### src/hw/rtl/ipp_pkg.sv
// ----------------------------------------------------------------------------
// ipp_pkg
// Shared types, constants and the arctangent table for the IP address polar
// plot pipeline.
// ----------------------------------------------------------------------------
package ipp_pkg;

  // Output fraction bits and the number of rotation steps by default.
  localparam int unsigned FRAC_BITS      = 12;
  localparam int unsigned ROTATION_STEPS = 14;
  // The arctangent table has this many entries; more steps are not used.
  localparam int unsigned MAX_STEPS      = 24;

  // Internal Q30 datapath widths.  The vector never grows past about 2^34
  // and the residual angle stays within +/-2^31.
  localparam int unsigned XY_W = 36;
  localparam int unsigned Z_W  = 33;

  // Address folding constants.
  localparam int unsigned MOD_SPAN     = 10000;
  localparam int unsigned QUARTER_SPAN = MOD_SPAN / 4;
  localparam int unsigned MOD_FOLDS    = 65535 / MOD_SPAN;

  // Start vector gain: K * 8 * 2^30, split into integer and remainder parts
  // of a division by the span so that no wide divider is needed.
  localparam longint unsigned GAIN_X = 64'd652032874 * 64'd8;
  localparam int unsigned     X_INT  = int'(GAIN_X / MOD_SPAN);
  localparam int unsigned     X_REM  = int'(GAIN_X % MOD_SPAN);
  // Angle scale: 2*pi*2^30, split the same way.
  localparam longint unsigned TWO_PI = 64'd6746518852;
  localparam int unsigned     Z_INT  = int'(TWO_PI / MOD_SPAN);
  localparam int unsigned     Z_REM  = int'(TWO_PI % MOD_SPAN);

  // Reciprocal of the span for the small exact divisions.
  localparam int unsigned RECIP_SH = 37;
  localparam int unsigned RECIP    = int'((64'd1 << RECIP_SH) / MOD_SPAN);

  // Output rounding.
  localparam int unsigned OUT_SH = 30 - FRAC_BITS;

  typedef enum logic [1:0] {
    QUAD_I,
    QUAD_II,
    QUAD_III,
    QUAD_IV
  } quad_t;

  typedef struct packed {
    logic        has_ip;
    logic        pick_source;
    logic [31:0] src_addr;
    logic [31:0] dst_addr;
  } in_beat_t;

  typedef struct packed {
    logic               no_ip;
    logic signed [15:0] out_y;
    logic signed [15:0] out_z;
  } out_beat_t;

  // One beat travelling down the rotation chain.
  typedef struct packed {
    logic                  valid;
    logic                  no_ip;
    quad_t                 quad;
    logic signed [XY_W-1:0] x;
    logic signed [XY_W-1:0] y;
    logic signed [Z_W-1:0]  z;
  } rot_beat_t;

  // atan(2^-step) in Q30, truncated.
  function automatic logic signed [Z_W-1:0] atan_q30(input int unsigned step);
    logic [31:0] v;
    case (step)
      0:       v = 32'h3243F6A8;
      1:       v = 32'h1DAC6705;
      2:       v = 32'h0FADBAFC;
      3:       v = 32'h07F56EA6;
      4:       v = 32'h03FEAB76;
      5:       v = 32'h01FFD55B;
      6:       v = 32'h00FFFAAA;
      7:       v = 32'h007FFF55;
      8:       v = 32'h003FFFEA;
      9:       v = 32'h001FFFFD;
      10:      v = 32'h000FFFFF;
      11:      v = 32'h0007FFFF;
      12:      v = 32'h0003FFFF;
      13:      v = 32'h0001FFFF;
      14:      v = 32'h0000FFFF;
      15:      v = 32'h00007FFF;
      16:      v = 32'h00003FFF;
      17:      v = 32'h00001FFF;
      18:      v = 32'h00000FFF;
      19:      v = 32'h000007FF;
      20:      v = 32'h000003FF;
      21:      v = 32'h000001FF;
      22:      v = 32'h000000FF;
      23:      v = 32'h0000007F;
      default: v = 32'h00000000;
    endcase
    return $signed(Z_W'(v));
  endfunction

endpackage

### src/hw/rtl/ipp_prep.sv
// ----------------------------------------------------------------------------
// ipp_prep
// Front end: picks the address, folds both halves by the span, splits the
// angle into a quadrant and remainder and builds the Q30 start vector.
// ----------------------------------------------------------------------------
module ipp_prep (
  input  logic              clk,
  input  logic              rst,
  input  logic              pkt_valid,
  output logic              pkt_stall,
  input  ipp_pkg::in_beat_t pkt,
  input  logic              ready_next,
  output ipp_pkg::rot_beat_t cur
);
  import ipp_pkg::*;

  localparam logic [24:0] SPAN25  = 25'(MOD_SPAN);
  localparam logic [24:0] HALF25  = 25'(MOD_SPAN / 2);
  localparam logic [24:0] XREM25  = 25'(X_REM);
  localparam logic [24:0] ZREM25  = 25'(Z_REM);
  localparam logic [33:0] XINT34  = 34'(X_INT);
  localparam logic [30:0] ZINT31  = 31'(Z_INT);
  localparam logic [48:0] RECIP49 = 49'(RECIP);

  // Reduce a 16-bit value by the span using parallel threshold compares.
  function automatic logic [13:0] fold(input logic [15:0] v);
    logic [16:0] res;
    res = {1'b0, v};
    for (int k = 1; k <= MOD_FOLDS; k++) begin
      if ({1'b0, v} >= 17'(k * MOD_SPAN)) begin
        res = {1'b0, v} - 17'(k * MOD_SPAN);
      end
    end
    return res[13:0];
  endfunction

  // Stage valids and per-stage load enables (bubbles collapse).
  logic [5:0] v;
  logic [5:0] ld;

  assign ld[5] = !v[5] || ready_next;
  assign ld[4] = !v[4] || ld[5];
  assign ld[3] = !v[3] || ld[4];
  assign ld[2] = !v[2] || ld[3];
  assign ld[1] = !v[1] || ld[2];
  assign ld[0] = !v[0] || ld[1];
  assign pkt_stall = !ld[0];

  always_ff @(posedge clk) begin
    if (rst) begin
      v <= '0;
    end else begin
      if (ld[0]) v[0] <= pkt_valid;
      for (int k = 1; k < 6; k++) begin
        if (ld[k]) v[k] <= v[k-1];
      end
    end
  end

  // Stage A: address select.
  logic        a_no_ip;
  logic [31:0] a_addr;
  // Stage B: folded halves.
  logic        b_no_ip;
  logic [13:0] b_r;
  logic [13:0] b_a;
  // Stage C: quadrant and remainder.
  logic        c_no_ip;
  quad_t       c_quad;
  logic [13:0] c_r;
  logic [11:0] c_m;
  // Stage D: split products.
  logic        d_no_ip;
  quad_t       d_quad;
  logic [24:0] d_pr;
  logic [24:0] d_pm;
  logic [33:0] d_bx;
  logic [30:0] d_bz;
  // Stage E: quotient estimates.
  logic        e_no_ip;
  quad_t       e_quad;
  logic [24:0] e_pr;
  logic [24:0] e_pm;
  logic [33:0] e_bx;
  logic [30:0] e_bz;
  logic [11:0] e_tr;
  logic [11:0] e_tm;
  // Stage F: start vector.
  logic        f_no_ip;
  quad_t       f_quad;
  logic [33:0] f_x;
  logic [30:0] f_z;

  quad_t       c_quad_next;
  logic [13:0] c_base;
  logic [48:0] e_prod_r;
  logic [48:0] e_prod_m;
  logic [24:0] f_rem_r;
  logic [24:0] f_rem_m;

  always_comb begin
    if (b_a >= 14'(3 * QUARTER_SPAN)) begin
      c_quad_next = QUAD_IV;
      c_base      = 14'(3 * QUARTER_SPAN);
    end else if (b_a >= 14'(2 * QUARTER_SPAN)) begin
      c_quad_next = QUAD_III;
      c_base      = 14'(2 * QUARTER_SPAN);
    end else if (b_a >= 14'(QUARTER_SPAN)) begin
      c_quad_next = QUAD_II;
      c_base      = 14'(QUARTER_SPAN);
    end else begin
      c_quad_next = QUAD_I;
      c_base      = '0;
    end
  end

  assign e_prod_r = {24'b0, d_pr} * RECIP49;
  assign e_prod_m = {24'b0, d_pm} * RECIP49;
  assign f_rem_r  = e_pr - ({13'b0, e_tr} * SPAN25);
  assign f_rem_m  = e_pm - ({13'b0, e_tm} * SPAN25);

  always_ff @(posedge clk) begin
    if (ld[0]) begin
      a_no_ip <= !pkt.has_ip;
      a_addr  <= pkt.pick_source ? pkt.src_addr : pkt.dst_addr;
    end
    if (ld[1]) begin
      b_no_ip <= a_no_ip;
      b_r     <= fold(a_addr[31:16]);
      b_a     <= fold(a_addr[15:0]);
    end
    if (ld[2]) begin
      c_no_ip <= b_no_ip;
      c_quad  <= c_quad_next;
      c_r     <= b_r;
      c_m     <= 12'(b_a - c_base);
    end
    if (ld[3]) begin
      d_no_ip <= c_no_ip;
      d_quad  <= c_quad;
      d_pr    <= {11'b0, c_r} * XREM25 + HALF25;
      d_pm    <= {13'b0, c_m} * ZREM25 + HALF25;
      d_bx    <= {20'b0, c_r} * XINT34;
      d_bz    <= {19'b0, c_m} * ZINT31;
    end
    if (ld[4]) begin
      e_no_ip <= d_no_ip;
      e_quad  <= d_quad;
      e_pr    <= d_pr;
      e_pm    <= d_pm;
      e_bx    <= d_bx;
      e_bz    <= d_bz;
      e_tr    <= e_prod_r[RECIP_SH +: 12];
      e_tm    <= e_prod_m[RECIP_SH +: 12];
    end
    if (ld[5]) begin
      f_no_ip <= e_no_ip;
      f_quad  <= e_quad;
      // The reciprocal estimate is low by at most one.
      f_x     <= e_bx + 34'(e_tr) + 34'(f_rem_r >= SPAN25);
      f_z     <= e_bz + 31'(e_tm) + 31'(f_rem_m >= SPAN25);
    end
  end

  always_comb begin
    cur.valid = v[5];
    cur.no_ip = f_no_ip;
    cur.quad  = f_quad;
    cur.x     = $signed(XY_W'(f_x));
    cur.y     = '0;
    cur.z     = $signed(Z_W'(f_z));
  end

endmodule

### config.mk
export PLATFORM = sky130hd
export DESIGN_NAME = ipp_prep
export DESIGN_NICKNAME = d
export VERILOG_FILES = /design/src/hw/rtl/ipp_pkg.sv /design/src/hw/rtl/ipp_prep.sv
export SDC_FILE = /design/constraint.sdc
export NUM_CORES = 2
export LEC_CHECK = 0
export BUFFER_PORTS_ARGS = -buffer_cell sky130_fd_sc_hd__buf_2
export CORE_MARGIN = 2
export CORE_UTILIZATION = 62
export CTS_BUF_LIST = sky130_fd_sc_hd__clkbuf_2 sky130_fd_sc_hd__clkbuf_4 sky130_fd_sc_hd__clkbuf_8
export DETAILED_ROUTE_END_ITERATION = 6
export PLACE_DENSITY = 0.8
export SLEW_MARGIN = 0
export SYNTH_ARGS = -nofsm -noshare
export SYNTH_HDL_FRONTEND = slang
export SYNTH_SLANG_ARGS = --single-unit
### constraint.sdc
create_clock -name clk -period 8.55 [get_ports clk]
set_input_delay 1.71 -clock clk [delete_from_list [all_inputs] [get_ports clk]]
set_output_delay 1.71 -clock clk [all_outputs]
set_load 0.03 [all_outputs]
Word level (Yosys, flattened, before mapping)
Index checks and enable logic that the tools add are counted.
{"block": "totals", "input_bits": 70, "regBits": 421, "out_inout_bits": 110}
{"block": "op_classes", "n_reduce_logical": 15, "n_mux": 18, "magnitude_cmp": 17, "add_sub_neg": 21, "mul": 8}
{"cell": "14-bit 2-to-1 mux", "count": 12}
{"cell": "25-bit by 24-bit multiplier with 49-bit output (second input constant)", "count": 2}
{"cell": "16-bit greater-or-equal comparator (second input constant)", "count": 6}
{"cell": "14-bit subtractor (second input constant)", "count": 6}
{"cell": "16-bit by 15-bit greater-or-equal comparator with 1-bit output (second input constant)", "count": 4}
{"cell": "25-bit by 13-bit adder with 25-bit output (second input constant)", "count": 2}
{"cell": "25-bit by 14-bit greater-or-equal comparator with 1-bit output (second input constant)", "count": 2}
{"cell": "25-bit subtractor", "count": 2}
{"cell": "12-bit by 10-bit multiplier with 21-bit output (second input constant)", "count": 2}
{"cell": "12-bit 2-to-1 mux", "count": 3}
{"cell": "33-bit by 12-bit adder with 34-bit output", "count": 1}
{"cell": "34-bit by 1-bit adder with 34-bit output", "count": 1}
{"cell": "16-bit by 14-bit greater-or-equal comparator with 1-bit output (second input constant)", "count": 2}
{"cell": "14-bit by 18-bit multiplier with 32-bit output (second input constant)", "count": 1}
{"cell": "32-bit 2-to-1 mux", "count": 1}
{"cell": "31-bit by 1-bit adder with 31-bit output", "count": 1}
{"cell": "31-bit by 12-bit adder with 31-bit output", "count": 1}
{"cell": "12-bit by 20-bit multiplier with 31-bit output (second input constant)", "count": 1}
{"cell": "14-bit by 13-bit greater-or-equal comparator with 1-bit output (second input constant)", "count": 2}
{"cell": "14-bit by 10-bit subtractor with 14-bit output (second input constant)", "count": 2}
{"cell": "14-bit by 12-bit subtractor with 14-bit output (second input constant)", "count": 2}
{"cell": "14-bit by 13-bit subtractor with 14-bit output (second input constant)", "count": 2}
{"cell": "12-bit by 12-bit multiplier with 23-bit output (second input constant)", "count": 1}
{"cell": "14-bit by 8-bit multiplier with 21-bit output (second input constant)", "count": 1}
{"cell": "other kinds (6)", "count": 19}

Depth between registers and ports, before layout
{"block": "logic_depth", "word_depth": 8, "mapped_depth": 42}

Worst setup path before layout
Ideal clock, no wire load.
{"block": "synth_timing", "kind": "reg2reg", "from": "register e_tr[4]", "to": "register f_x[32] (data pin)", "slack_ps": 744, "stages_incl_launch_ff": 41, "required_time_ps": 8293, "setup_time_ps": 257, "t_arrival_ps": 7548, "path_cell_list": "edfxtp_1 inv_1 fa_1 inv_1 ha_1 inv_1 fa_1 inv_1 ha_1 inv_1 fa_1 inv_1 ha_1 o21ai_1 a21oi_1 o21ai_1 a21o_1 a21oi_1 [... 5 more ...] nor3_1 o21ai_0 or4_1 nor4_1 nand4_1 ha_1 inv_1 fa_1 nor2b_1 o21ai_1 a21boi_1 o21ai_0 a21boi_1 o21ai_1 a211oi_1 nor2b_1 and3_1 xor2_1"}
{"block": "synth_via", "elab_chain_cells": 4, "elab_cells_between_ends": 5}
{"element": "start, declared", "line_no": "ipp_prep.sv:86", "source": "logic [11:0] e_tr;"}
{"element": "start signal, assigned", "line_no": "ipp_prep.sv:153", "source": "e_tr <= e_prod_r[RECIP_SH +: 12];"}
{"element": "12-bit by 10-bit multiplier with 21-bit output", "line_no": "ipp_prep.sv:119", "source": "assign f_rem_r = e_pr - ({13'b0, e_tr} * SPAN25);"}
{"element": "25-bit subtractor", "line_no": "ipp_prep.sv:119"}
{"element": "25-bit by 14-bit greater-or-equal comparator with 1-bit output", "line_no": "ipp_prep.sv:160", "source": "f_x <= e_bx + 34'(e_tr) + 34'(f_rem_r >= SPAN25);"}
{"element": "34-bit by 1-bit adder with 34-bit output *", "line_no": "ipp_prep.sv:160"}
{"element": "end signal, assigned", "line_no": "ipp_prep.sv:160"}
{"element": "end, declared", "line_no": "ipp_prep.sv:91", "source": "logic [33:0] f_x;"}
Mark *: on every way between the ends. The rest lies on a longest branch, timed or not.
A chain may end at the register's enable or synchronous reset.

Worst setup path after layout
{"block": "layout_timing", "from": "register e_tr[5]", "to": "register f_x[32] (data pin)"}
The elaborated chain is that of the path after synthesis.

==> impl_results.md <==
- Final worst-path cycle share: 0.9644
- Grt ovf: 0
- Pin slew with the least headroom to its limit: between 1 and 1.5 ns
- Total routed wirelength: about 120000 um
- All-Layer GR Usage: 0.2749
- CTS Buffer Depth: 3
- Syn Area/Cell: between 10 and 15 um^2
- FF+latch count, synth: 404
- # Max-Cap Violations: 0
- Seq/Total Area, Yosys: 0.2195
- Share of layout cells above drive strength 1: 0.08643
- Via count: between 30000 and 40000
- Final Setup Violations: 0
- Core region area: 88100 um^2
- Sink Count: a little over 400
- Post-synth top area share: 0.2657
- Main flop type after synthesis: edfxtp_1
- Die W: 301.9 um
- Die height: slightly above 300 um
- Worst EP required: 8.93 ns
- Max_slew headroom: 0.2597
- CTS tree: yes
- Die area: a little over 90000 um^2
- Max Fclk: around 0.12 GHz
- Run status: completed
- CP Class: flop to flop
- Netlist cell types: 95
- Pre-antenna DRT Iters: 7
- Initial antenna violation count: 2
- Slowest CP cell: or4_4
- Cell Rows: 109
- Final Slew Violations: 0
- CP Capture Type: flop
- YS warnings: 0
- First-pass GRT wire length: 198300 um
- I/O Pins: 180
- Final GP Congestion: 0.9925
- Detailed Route Iter0 Violations: approximately 2500
- Final Hold Fails: 0
- Register area: ~12000 um^2
- Yosys top cell by area: fa_1
- Max stage delay on crit path: around 0.53 ns
- Vias in the first global route: 38490
- Drt drc: 0
- Worst Clk Skew: roughly 0.053 ns
- Placed wire-length estimate: 100300 um
- PortBufs: approximately 140
- Initial Util: 0.6243
- Final ANT Viol Nets: 0
- TritonCTS Buffers: 73
- Synth top area cells: fa_1 (27%), ha_1 (22%), edfxtp_1 (22%), inv_1 (8.2%), xnor2_1 (2.9%)
- Largest net degree at the start of global routing: 85
- Syn Inst Count: 5117
- Clk_lat worst skew: around 0.7 ns
- Multi-input gate area: roughly 38000 um^2
- CTS root buf: clkbuf_8
- Clk slew on worst S/H paths: 0.06 ns
- Fin util: 0.6711
- Filler cells: roughly 6600
- Layout area overhead: 7.486%
- Avg Vias per Cell: 5.673
- Crit start category: flop
- EDFF count, synth: about 400
- CTS HTree Levels: 3
- Share of flip-flops with an asynchronous set or reset: 0
- Class of the worst hold path: flop to flop
- Post-Syn Area: 55010 um^2
- Crit path arrival time: between 8 and 9 ns
- Nets: 7127
- R2R Setup Slk: 0.30 ns
- Avg WL per Cell: 18.48 um
- Crit Path Max Fanout: 7
- Minimum clock period: between 8 and 9 ns
-- stage by stage --
stage	area (um^2)	hold slack, ns	setup TNS [ns]	setup slack, ns	cells
2_1_floorplan	55150	0.4003	0	0.7444	5156
3_3_place_gp	57320	0.4002	0	0.1134	6434
3_5_place_dp	57320	0.4045	-0.5258	-0.09141	6434
4_1_cts	58810	0.3999	0	0.03230	6559
5_1_grt	59120	0.3986	-1.007	-0.1174	6569
6_report	59120	0.4025	0	0.3043	6570
-- layout make-up --
cell class                      count  share of cell area
Clock inverter                     31            0.004740
Clock buffer                       94             0.01987
Tap cell                         1165             0.02465
Timing Repair Buffer              214             0.02129
Antenna cell                        2          0.00008465
Inverter                         1200             0.07629
Sequential cell                   404              0.2042
Multi-Input combinational cell   3460              0.6489
-- layout by cell type (no fill, tap or decap), drive strengths merged, types with 128 or more instances in the layout --
master,count
o21ai,147
inv,1203
ha,974
fa,730
nand2,128
xnor2,181
edfxtp,398
a21oi,184
nor2,167
buf,214
-- what timing repair did --
| action | 4_1_cts | 5_1_grt |
|---|---|---|
| hold buffers | 0 | 0 |
| setup endpoints to repair | 19 | 49 |
| gates resized for setup | 7 | 69 |
| buffers inserted | 0 | 10 |
| endpoints found under the hold margin | 0 | 0 |
| cloned | 0 | 0 |
| pin swaps | 1 | 39 |
-- sequential cells by signal, summed over array words and instances, names as in the netlist, 6 cells and up --
| signal | flops |
|---|---|
| e_pr | 20 |
| e_bx | 32 |
| b_r | 14 |
| v | 6 |
| f_z | 31 |
| e_pm | 21 |
| b_a | 14 |
| f_x | 34 |
| a_addr | 32 |
| e_tr | 12 |
| d_bx | 32 |
| c_m | 12 |
| e_bz | 31 |
| e_tm | 12 |
| d_pm | 22 |
| d_bz | 31 |
| c_r | 14 |
| d_pr | 20 |
-- logic make-up (layout without fill, tap and decap cells) --
kind of cell / count (synthesis) / in the layout / share of synthesized area
xor gates and xnor gates: 271 / 271 / 0.04315
DFF: 404 / 404 / 0.2195
buffers and inverters: 1292 / 1539 / 0.09117
AOI/OAI and AO/OA: 720 / 720 / 0.08733
muxes: 40 / 40 / 0.008030
and+or+nand+nor: 685 / 685 / 0.06356
other: 1 / 42 / 0.00006818
adders and majority gates: 1704 / 1704 / 0.4872
-- final timing paths --
kind,cells after the start,start,endpoint
setup / recovery,40,e_tr[5]$_DFFE_PP_,f_x[32]$_DFFE_PP_
hold / removal,0,d_bz[8]$_DFFE_PP_,e_bz[8]$_DFFE_PP_
setup reg to reg,40,e_tr[5]$_DFFE_PP_,f_x[32]$_DFFE_PP_
hold reg to reg,0,d_bz[8]$_DFFE_PP_,e_bz[8]$_DFFE_PP_
-- routing by layer --
layer / share of wire / global-route usage
met1: 0.43 / 0.3856
met2: 0.46 / 0.4347
met3: 0.077 / 0.06004
met4: 0.029 / 0.07520
met5: 0.000058 / 0
-- worst max-delay path, delay by kind of cell, from the launching register on --
family | cells | cell delay, ns
adders and majority gates | 9 | 3.00
DFF | 1 | 0.36
AOI/OAI and AO/OA | 13 | 1.87
xor gates and xnor gates | 2 | 0.32
and+or+nand+nor | 9 | 1.93
buffers and inverters | 7 | 0.51
-- cells in the mapped netlist (all sizes together) (58+ instances only) --
cell type and count:
nor2 167, xnor2 181, a21oi 184, o21ai 147
inv 1200, ha 974, xor2 90, edfxtp 398
nor3 58, nand2 128, nand3 71, fa 730
a21o 84
Power is not shown: default switching activity piles up to over one toggle a cycle in this logic, so the estimate is an artifact.
