==> src/hw/rtl/ipp_pkg.sv <==
// ----------------------------------------------------------------------------
// ipp_pkg
// Shared types, constants and the arctangent table for the IP address polar
// plot pipeline.
// ----------------------------------------------------------------------------
package ipp_pkg;

  // Output fraction bits and the number of rotation steps by default.
  localparam int unsigned FRAC_BITS      = 12;
  localparam int unsigned ROTATION_STEPS = 14;
  // The arctangent table has this many entries; more steps are not used.
  localparam int unsigned MAX_STEPS      = 24;

  // Internal Q30 datapath widths.  The vector never grows past about 2^34
  // and the residual angle stays within +/-2^31.
  localparam int unsigned XY_W = 36;
  localparam int unsigned Z_W  = 33;

  // Address folding constants.
  localparam int unsigned MOD_SPAN     = 10000;
  localparam int unsigned QUARTER_SPAN = MOD_SPAN / 4;
  localparam int unsigned MOD_FOLDS    = 65535 / MOD_SPAN;

  // Start vector gain: K * 8 * 2^30, split into integer and remainder parts
  // of a division by the span so that no wide divider is needed.
  localparam longint unsigned GAIN_X = 64'd652032874 * 64'd8;
  localparam int unsigned     X_INT  = int'(GAIN_X / MOD_SPAN);
  localparam int unsigned     X_REM  = int'(GAIN_X % MOD_SPAN);
  // Angle scale: 2*pi*2^30, split the same way.
  localparam longint unsigned TWO_PI = 64'd6746518852;
  localparam int unsigned     Z_INT  = int'(TWO_PI / MOD_SPAN);
  localparam int unsigned     Z_REM  = int'(TWO_PI % MOD_SPAN);

  // Reciprocal of the span for the small exact divisions.
  localparam int unsigned RECIP_SH = 37;
  localparam int unsigned RECIP    = int'((64'd1 << RECIP_SH) / MOD_SPAN);

  // Output rounding.
  localparam int unsigned OUT_SH = 30 - FRAC_BITS;

  typedef enum logic [1:0] {
    QUAD_I,
    QUAD_II,
    QUAD_III,
    QUAD_IV
  } quad_t;

  typedef struct packed {
    logic        has_ip;
    logic        pick_source;
    logic [31:0] src_addr;
    logic [31:0] dst_addr;
  } in_beat_t;

  typedef struct packed {
    logic               no_ip;
    logic signed [15:0] out_y;
    logic signed [15:0] out_z;
  } out_beat_t;

  // One beat travelling down the rotation chain.
  typedef struct packed {
    logic                  valid;
    logic                  no_ip;
    quad_t                 quad;
    logic signed [XY_W-1:0] x;
    logic signed [XY_W-1:0] y;
    logic signed [Z_W-1:0]  z;
  } rot_beat_t;

  // atan(2^-step) in Q30, truncated.
  function automatic logic signed [Z_W-1:0] atan_q30(input int unsigned step);
    logic [31:0] v;
    case (step)
      0:       v = 32'h3243F6A8;
      1:       v = 32'h1DAC6705;
      2:       v = 32'h0FADBAFC;
      3:       v = 32'h07F56EA6;
      4:       v = 32'h03FEAB76;
      5:       v = 32'h01FFD55B;
      6:       v = 32'h00FFFAAA;
      7:       v = 32'h007FFF55;
      8:       v = 32'h003FFFEA;
      9:       v = 32'h001FFFFD;
      10:      v = 32'h000FFFFF;
      11:      v = 32'h0007FFFF;
      12:      v = 32'h0003FFFF;
      13:      v = 32'h0001FFFF;
      14:      v = 32'h0000FFFF;
      15:      v = 32'h00007FFF;
      16:      v = 32'h00003FFF;
      17:      v = 32'h00001FFF;
      18:      v = 32'h00000FFF;
      19:      v = 32'h000007FF;
      20:      v = 32'h000003FF;
      21:      v = 32'h000001FF;
      22:      v = 32'h000000FF;
      23:      v = 32'h0000007F;
      default: v = 32'h00000000;
    endcase
    return $signed(Z_W'(v));
  endfunction

endpackage

==> src/hw/rtl/ipp_cell.sv <==
// ----------------------------------------------------------------------------
// ipp_cell
// One rotation step of the chain: rotates the vector by +/- atan(2^-STEP)
// toward a zero residual angle and hands the result to the next cell.
// ----------------------------------------------------------------------------
module ipp_cell #(
  parameter int unsigned STEP = 0
) (
  input  logic               clk,
  input  logic               rst,
  input  ipp_pkg::rot_beat_t prev,
  input  logic               ready_next,
  output logic               ready_prev,
  output ipp_pkg::rot_beat_t cur
);
  import ipp_pkg::*;

  localparam logic signed [Z_W-1:0] ANGLE = atan_q30(STEP);

  logic                   valid;
  logic                   no_ip;
  quad_t                  quad;
  logic signed [XY_W-1:0] x;
  logic signed [XY_W-1:0] y;
  logic signed [Z_W-1:0]  z;

  logic signed [XY_W-1:0] dx;
  logic signed [XY_W-1:0] dy;
  logic signed [XY_W-1:0] x_next;
  logic signed [XY_W-1:0] y_next;
  logic signed [Z_W-1:0]  z_next;

  assign ready_prev = !valid || ready_next;

  always_comb begin
    dx = $signed(prev.y) >>> STEP;
    dy = $signed(prev.x) >>> STEP;
    if (!prev.z[Z_W-1]) begin
      x_next = $signed(prev.x) - dx;
      y_next = $signed(prev.y) + dy;
      z_next = $signed(prev.z) - ANGLE;
    end else begin
      x_next = $signed(prev.x) + dx;
      y_next = $signed(prev.y) - dy;
      z_next = $signed(prev.z) + ANGLE;
    end
  end

  always_ff @(posedge clk) begin
    if (rst) begin
      valid <= 1'b0;
    end else if (ready_prev) begin
      valid <= prev.valid;
    end
  end

  always_ff @(posedge clk) begin
    if (ready_prev) begin
      no_ip <= prev.no_ip;
      quad  <= prev.quad;
      x     <= x_next;
      y     <= y_next;
      z     <= z_next;
    end
  end

  always_comb begin
    cur.valid = valid;
    cur.no_ip = no_ip;
    cur.quad  = quad;
    cur.x     = x;
    cur.y     = y;
    cur.z     = z;
  end

endmodule

==> config.mk <==
export PLATFORM = sky130hd
export DESIGN_NAME = ipp_cell
export DESIGN_NICKNAME = d
export VERILOG_FILES = /design/src/hw/rtl/ipp_pkg.sv /design/src/hw/rtl/ipp_cell.sv
export SDC_FILE = /design/constraint.sdc
export NUM_CORES = 1
export LEC_CHECK = 0
export BUFFER_PORTS_ARGS = -buffer_cell sky130_fd_sc_hd__buf_2
export CORE_ASPECT_RATIO = 2
export CORE_UTILIZATION = 55
export CTS_BUF_LIST = sky130_fd_sc_hd__clkbuf_2
export DETAILED_ROUTE_END_ITERATION = 8
export PLACE_DENSITY = 0.86
export SYNTH_ARGS = -nofsm -noshare
export SYNTH_HDL_FRONTEND = slang
export SYNTH_SLANG_ARGS = --single-unit
==> constraint.sdc <==
create_clock -name clk -period 5 [get_ports clk]
set_input_delay 0.5 -clock clk [delete_from_list [all_inputs] [get_ports clk]]
set_output_delay 0.5 -clock clk [all_outputs]
set_load 0.02 [all_outputs]
-- After elaboration in Yosys (flattened, before gate mapping)
Cells that the tools add are included.
W data, S select, Z words.
- flip-flop bits (word level): 109
- bits in latches: 0
- bits in writable memories: 0
- memory bits (read-only): 0
- bits of input ports: 112
- output and inout port bits: 110
- word-level logic and storage cells: 16
- memories: 0
- add/sub/neg operators: 5
- multipliers: 0
- div/mod/pow operators: 0
- magnitude comparators: 0
- equal/unequal tests: 0
- shifts and indexed selects: 0
- muxes and demuxes: 3
- bitwise logic cells: 0
- reduce and logical (&&, ||, !) cells: 2
- operators with widths (cell ; count):
    $mux W36 ; 2
    $sub A36 B36 Y36 ; 2
    $add A36 B36 Y36 ; 1
    $add A33 B31 Y33 const B ; 1
    $mux W33 ; 1
    $sub A33 B31 Y33 const B ; 1
    $logic_not A1 Y1 ; 1
    $logic_or A1 B1 Y1 ; 1

-- Depth between registers and ports, before layout
Gate-level depths: netlist of run 1.
- depth in word-level cells: 2
- depth in mapped cells: 13
- depth with buffers taken out: 12

-- Worst setup path after synthesis of run 1
OpenSTA, ideal clock, no wires.
- path kind: in2reg
- from: input port prev[32] (netlist name)
- to: register z[28] (data pin)
- setup time: 0.260 ns
- arrival time: 3.545 ns
- required time: 4.740 ns
- path slack: 1.195 ns
- stages: 13
- buffers on the path: 2
- path through: clkbuf_1 > inv_1 > clkbuf_1 > ha_1 > a21oi_1 > o2111ai_1 > a211oi_1 > nor3b_1 > a211o_1 > a41o_1 > nor4_2 > nor2_1 > xor2_1
- longest elaborated chain between the ends: 1
- ends and longest elaborated chain (element ; RTL line ; source):
    start, declared ; ipp_cell.sv:11 ; input ipp_pkg::rot_beat_t prev,
    $mux W33 ; ipp_cell.sv:38 ; if (!prev.z[Z_W-1]) begin
    net z_next[28] ; ipp_cell.sv:31 ; logic signed [Z_W-1:0] z_next;
    end signal, assigned ; ipp_cell.sv:63 ; z <= z_next;
    end, declared ; ipp_cell.sv:25 ; logic signed [Z_W-1:0] z;
The timed path passes the listed nets, and every way through them passes these cells.
A chain may end at the register's enable or synchronous reset.

-- Worst setup path after layout of run 1
- from: input port prev[33] (netlist name)
- to: register y[34] (data pin)
- longest elaborated chain between the ends: 2
- elaborated cells between the ends (all ways): 3
- classes of those cells: add/sub (2); mux (1)
- ends and longest elaborated chain (element ; RTL line ; source):
    $add A36 B36 Y36 or $sub A36 B36 Y36 (tied branches) ; ipp_cell.sv:40, ipp_cell.sv:44 ;
    $mux W36 (*) ; ipp_cell.sv:38 ;
    net y_next[34] ; ipp_cell.sv:30 ; logic signed [XY_W-1:0] y_next;
    end signal, assigned ; ipp_cell.sv:62 ; y <= y_next;
    end, declared ; ipp_cell.sv:24 ; logic signed [XY_W-1:0] y;
Mark *: on every way through the listed nets, which the timed path passes. The rest lies on a longest branch.

==> metrics.txt, run 1 <==
# DRC 0; Gate Count Post-Synth ~1.2k; dpl ws ~0.9 ns; layout net count about 1.7k; YS warnings 0; PnR Total Power around 3.3 mW; worst hold endpoint z[4]; r2r endpoint valid; die footprint around 20000 µm²; share of the yosys chip area belonging to registers 29.77%; #FFs+latches synth approximately 110; register cell area after layout 3233 µm²; die height roughly 200 µm; DR vias/cell just over 6; total number of vias ~11k; required time worst endpoint ~5.6 ns; antenna-violating nets left 0; initial antenna violation count 2; Multi-input gate area 6889 µm²; Worst R2R Start valid; clk_lat worst skew between 0.7 and 0.8 ns; WHS Path Cells 2; Post-Syn Nets between 1k and 1.5k; Routability Congestion around 1.0; fin. max-slew vios 0; post-detailed-route wirelength per cell 21.08 µm; CTS tree yes; post-synthesis average cell area between 8 and 9 µm²; dpl cells 1671; Post-DP HPWL roughly 28 mm; Non-Filler Instances roughly 1.7k; Boundary Pins about 220; Root Driver clkbuf_2; status complete, no violations; fillers about 1.7k; WP data arrival about 4.0 ns; maximum VDD drop 0.0001499 V; Slew Limit Headroom about a third; Startpoint Class input pin; Final Hold Fails 0; setup TNS 0 ns; clk_skew 0.04860 ns; final setup fails 0; RSZ-0062 raised after global routing false; Longest Clk Path Bufs 2; critical path class in -> reg; drt first pass iters 5; Cell Rows between 70 and 80; GRT Util Overall around 35%; worst min-delay path class in -> reg; largest net degree at the start of global routing roughly 70; CP Cell Sequence buf_2, inv_1, ha_1, fa_1, nor2b_1, o211ai_1, a311oi_1, o41ai_2, a31oi_1, a21oi_2, nor4b_1, o22ai_1, xnor2_1; Post-CTS Setup Inserts 0; first-pass GRT wire length between 50 and 60 mm; R2R Setup Slk about 2.5 ns; initial core utilization 56.07%; Min-Delay Startpoint prev[4]; Worst-path clk slew ~0.33 ns; CP max FO 5; max cap viols 0; final wirelength ~36 mm; clock sink count about 110; Synth Cell Area ~11000 µm²; leakage 5.468 nW; worst-margin pin slew between 0.9 and 1 ns; r2r worst-path depth 4; EDFF count, synth between 100 and 150; final period utilization between 60% and 70%; crit-path max cell delay about 0.56 ns; Design Area, Final about 12000 µm²; Max Clk Rate 291.8 MHz; Synth async-reset ratio 0%; Layout area overhead 12.97%; area post-placement between 10000 and 15000 µm²; gr ovfl total 0; predominant post-synthesis flop cell edfxtp_1; CP delay by family, top compound AO/OA/AOI/OAI gates; CP Capture Type register; layout cells sized above 1 19.55%; Final Critical Period ~3.4 ns; H-tree depth 3; CTS Buf Count 9; 1st-iter DRT viols around 640; vias in the first global route 10.54k; core area slightly below 20000 µm²; Worst Slack Setup Final ~1.6 ns; Synth cell types just over 80; Buf+Inv Stages, Crit Path 2; Slowest-stage cell, CP nor4b_1; Port Buffers 221; Die X 101.4 µm; PwrDens 268.3 nW/µm²
[what timing repair did]
item	4_1_cts	5_1_grt
endpoints found under the hold margin	8	0
hold buffers	9	0
resized for setup	0	0
[cell usage after synthesis, types with 20 or more instances]
cell type  number  area share, %
a21oi_1       144            6.6
ha_1          135             16
inv_1         121            4.2
edfxtp_1      107             30
nor2_1         94            3.2
o21ai_0        91            4.2
xnor2_1        77            6.2
nand2_1        60            2.1
o21bai_1       33            2.3
clkbuf_1       28           0.97
nand3_1        22            1.0
nor3_1         20           0.92
[worst max path at each step]
| stage | slack, ns | cells past startpoint | startpoint | endpoint |
|---|---|---|---|---|
| after CTS | 1.73 | 12 | prev[32] | z[31] |
| after global placement | 0.88 | 13 | prev[33] | y[34] |
| after floorplan | 1.20 | 13 | prev[32] | z[28] |
| after global routing | 1.32 | 12 | prev[32] | z[31] |
| final | 1.57 | 13 | prev[33] | y[34] |
| after detailed placement | 0.91 | 13 | prev[33] | y[34] |
[power by group]
| group | switching [mW] | total [mW] | internal [mW] |
|---|---|---|---|
| Sequential | 0.0530 | 1.29 | 1.24 |
| Combinational | 1.05 | 1.60 | 0.550 |
| Clock | 0.331 | 0.401 | 0.0702 |
[sequential cells by signal, indices dropped and copies added, names as in the netlist]
signal  flops
x          36
y          35
z          33
quad        2
no_ip       1
valid       1
[logic make-up (layout without fill, tap and decap cells)]
family                   count (synthesis)  count (layout)  synth area share (%)
AO/OA/AOI/OAI                          422             422                 25.20
AND/OR/NAND/NOR                        276             276                 12.43
buffers and inverters                  177             378                 6.856
adder cells (fa/ha/maj)                139             139                 16.29
flip-flops                             108             108                 29.77
XOR/XNOR                                94              94                 7.582
multiplexers                            20              20                 1.867
other                                    0               1                     0
[metal layers]
layer  part of all wire [%]  up-vias  GRT usage [%]
met4                    9.5        2          32.40
met3                    6.6      210          6.198
met5                  0.031        -              0
li1                       -     4882              -
met2                     53      629          64.89
met1                     31     4843          31.62
[placed cells by master, fill, tap and decap left out, types with 4 or more instances in the layout]
cell type	n
a311oi_1	4
nand3_1	22
nor2_1	94
buf_2	220
a221oi_1	8
or3_1	4
dlygate4sd3_1	9
nand2b_1	9
o22ai_1	5
o2111ai_1	5
ha_1	135
and3_1	4
nand2_1	60
o21bai_1	33
mux2i_1	18
xnor2_1	77
edfxtp_1	107
a211o_1	4
a211oi_1	17
nor3_1	20
buf_4	9
o31ai_1	14
nor2b_1	12
a21oi_1	144
fa_1	4
clkbuf_2	9
o41ai_2	4
clkinv_1	6
o21a_1	11
a21o_1	17
o211ai_1	12
xor2_1	17
nor4_1	10
a31o_2	4
nand4_1	17
nor3b_1	4
a31oi_1	10
inv_1	120
o21ai_0	91
[layout make-up]
cell class              count  area share (%)
well taps                 259           2.642
repair buffers            238           10.26
clock inverters             7          0.4080
inverters                 124           3.794
flip-flops and latches    108           26.35
diodes                      1         0.02040
clock buffers               9          0.3672
multi-input cells         951           56.16
[per-stage QoR]
| stage | hold WS, ns | util (%) |
|---|---|---|
| final | 0.1413 | 63.34 |
| after global routing | 0.1472 | 63.34 |
| after CTS | 0.1136 | 63.33 |
| after detailed placement | 0.6629 | 62.37 |
| after global placement | 0.6538 | 62.37 |
| after floorplan | 0.5691 | - |
[worst reg2reg max path: stages, from the launching register on]
cell and delay [ns]:
dfxtp_1 0.41, nand2b_4 0.58, buf_4 0.69, a21oi_1 0.16, dlygate4sd3_1 0.57
Power figures use the tool's default switching activity.
==> inputs of run 2 (changes only) <==
Clock period 5 ns to 3.49 ns, I/O delays scaled along.
==> run 2 against run 1 <==
  * Critical path type unchanged
  * Largest cell class unchanged
  * Non-clock buffer count is 77 higher
  * Highest routed layer is now met4
  * Critical endpoint unchanged
  * Routed wire length increased by 4.7%
  * Utilization grew 3.1 points
==> metrics.txt, run 2 (same netlist as run 1, synthesis figures left out) <==
Port Buffers 221 (unchanged); Routability Congestion 0.9892 (-5.4%); Die X 101.4 µm (unchanged); area post-placement 12630 µm² (+4.5%); fin. max-slew vios 0 (unchanged); fillers 1625 (-4.8%); CP Cell Sequence dlygate4sd3_1, buf_2, ha_1, fa_1, nor2b_1, o211ai_1, a311oi_1, o41ai_2, a31oi_1, buf_4, a21oi_2, nor4b_1, o22ai_1, xnor2_1; final period utilization 95.20%; Buf+Inv Stages, Crit Path 3 (+1); Worst-path clk slew 0.33 ns (about the same); first-pass GRT wire length 57.38 mm (+6.1%); max cap viols 0 (unchanged); die footprint 20340 µm² (unchanged); Design Area, Final 12870 µm² (+4.9%); Boundary Pins 222 (unchanged); final wirelength 37.48 mm (+4.7%); Post-DP HPWL 29.39 mm (+5.2%); layout cells sized above 1 23.45% (+3.9 points); Post-CTS Setup Inserts 0 (unchanged); Post-CTS Hold Buffers 12 (+3); initial core utilization 56.07% (unchanged); Startpoint Class input pin; Worst Slack Setup Final 0.1674 ns (-1.405 ns); CP max FO 4 (-1); DR vias/cell 6.115 (-1.8%); final setup fails 0 (unchanged); H-tree depth 3 (unchanged); total number of vias 10.86k (+2.8%); most frequent cells in the layout 220 x buf_2, 144 x a21oi_1, 135 x ha_1, 120 x inv_1, 107 x edfxtp_1; worst min-delay path class in -> reg; gr ovfl total 0 (unchanged); RSZ-0062 raised after global routing false; WP data arrival 3.81 ns (-0.16 ns); post-detailed-route wirelength per cell 21.10 µm (about the same); GRT Util Overall 37.57% (+2.1 points); post-cts sizing count 0 (unchanged); CTS Buf Count 9 (unchanged); R2R Setup Slk 1.80 ns (-0.74 ns); Longest Clk Path Bufs 2 (unchanged); initial antenna violation count 3 (+1); Final Hold Fails 0 (unchanged); layout net count 1760 (+4.6%); Top Registers x x36, y x35, z x33; antenna-violating nets left 0 (unchanged); Root Driver clkbuf_2; PwrDens 378.4 nW/µm² (+41%); Cell Rows 72 (unchanged); critical path class in -> reg; PnR Total Power 4.871 mW (+48%); # DRC 0 (unchanged); leakage 5.831 nW (+6.6%); Largest register FFs 36 (unchanged); Max Clk Rate roughly 300 MHz; status complete, no violations; 1st-iter DRT viols 721 (+13%); worst-margin pin slew 1.078 ns (+0.08748 ns); dpl ws -0.05978 ns (-0.9697 ns); largest net degree at the start of global routing 72 (unchanged); commonest non-fill, non-tap cell in the layout buf_2; WHS 0.08271 ns (-0.05859 ns); clock sink count 108 (unchanged); crit-path max cell delay 0.59 ns (+0.03 ns); Top reg by flops x; vias in the first global route 11.12k (+5.5%); Final Critical Period around 3.3 ns; Finished Core Util 66.46% (+3.1 points); CP Capture Type register; Layout area overhead 18.54%; drt first pass iters 8 (+3); maximum VDD drop 0.0002481 V (+66%); required time worst endpoint 3.98 ns (-1.57 ns); Slew Limit Headroom 27.37% (-5.9 points); Slowest-stage cell, CP a311oi_1; clk_lat worst skew 0.76 ns (+0.04 ns); clk_skew 0.04288 ns (-0.005722 ns); die height 200.7 µm (unchanged); CTS tree yes; CP delay by family, top compound AO/OA/AOI/OAI gates; core area 19370 µm² (unchanged)
==> run 2: changes by cell type in the layout (fill, tap and decap cells not counted) <==
| cell | previous run | this run |
|---|---|---|
| clkinv_4 | 2 | 1 |
| clkinv_2 | 1 | 0 |
| diode_2 | 1 | 3 |
| clkinv_1 | 6 | 5 |
| clkinvlp_4 | 0 | 2 |
| buf_4 | 9 | 82 |
| inv_8 | 1 | 0 |
| inv_6 | 1 | 2 |
| dlygate4sd3_1 | 9 | 13 |
| clkinv_8 | 0 | 1 |
==> run 2: stage by stage <==
step           setup TNS (ns)  std cells
6_report                    0       1776
5_1_grt                     0       1774
4_1_cts                     0       1772
3_5_place_dp          -0.1499       1744
3_3_place_gp          -0.1356       1744
2_1_floorplan               0       1236
==> run 2: worst reg2reg max path, stage by stage (launching register included) <==
cell and delay (ns):
dfxtp_1 0.46, nand2b_4 0.34, a21oi_1 0.30, dlygate4sd3_1 0.57
==> run 2: final cells by class <==
class	count	area [µm²]	share of cell area, %
multi-input cells	951	6889	53.52
flip-flops and latches	108	3233	25.12
repair buffers	315	1847	14.35
inverters	124	465.4	3.616
well taps	259	324.1	2.518
clock inverters	7	61.31	0.4763
clock buffers	9	45.04	0.3499
diodes	3	7.507	0.05832
==> run 2: metal layers <==
layer	vias to the layer above	GRT usage, %	share of wire (%)
met5	-	0	0
met4	0	31.26	8.9
met3	214	7.451	6.5
met2	614	69.19	54
met1	5002	33.83	31
li1	5030	-	-
==> run 2: where the power goes <==
part,internal [mW],switching (mW)
clock,0.105,0.487
sequential,1.77,0.0778
combinational,0.888,1.54
total,2.76,2.11
==> run 2: final timing paths <==
path	cells past startpoint	from	to
hold / removal	3	prev[9]	z[9]
setup / recovery	14	prev[69]	y[34]
setup reg to reg	3	valid	valid
hold reg to reg	1	valid	y[22]
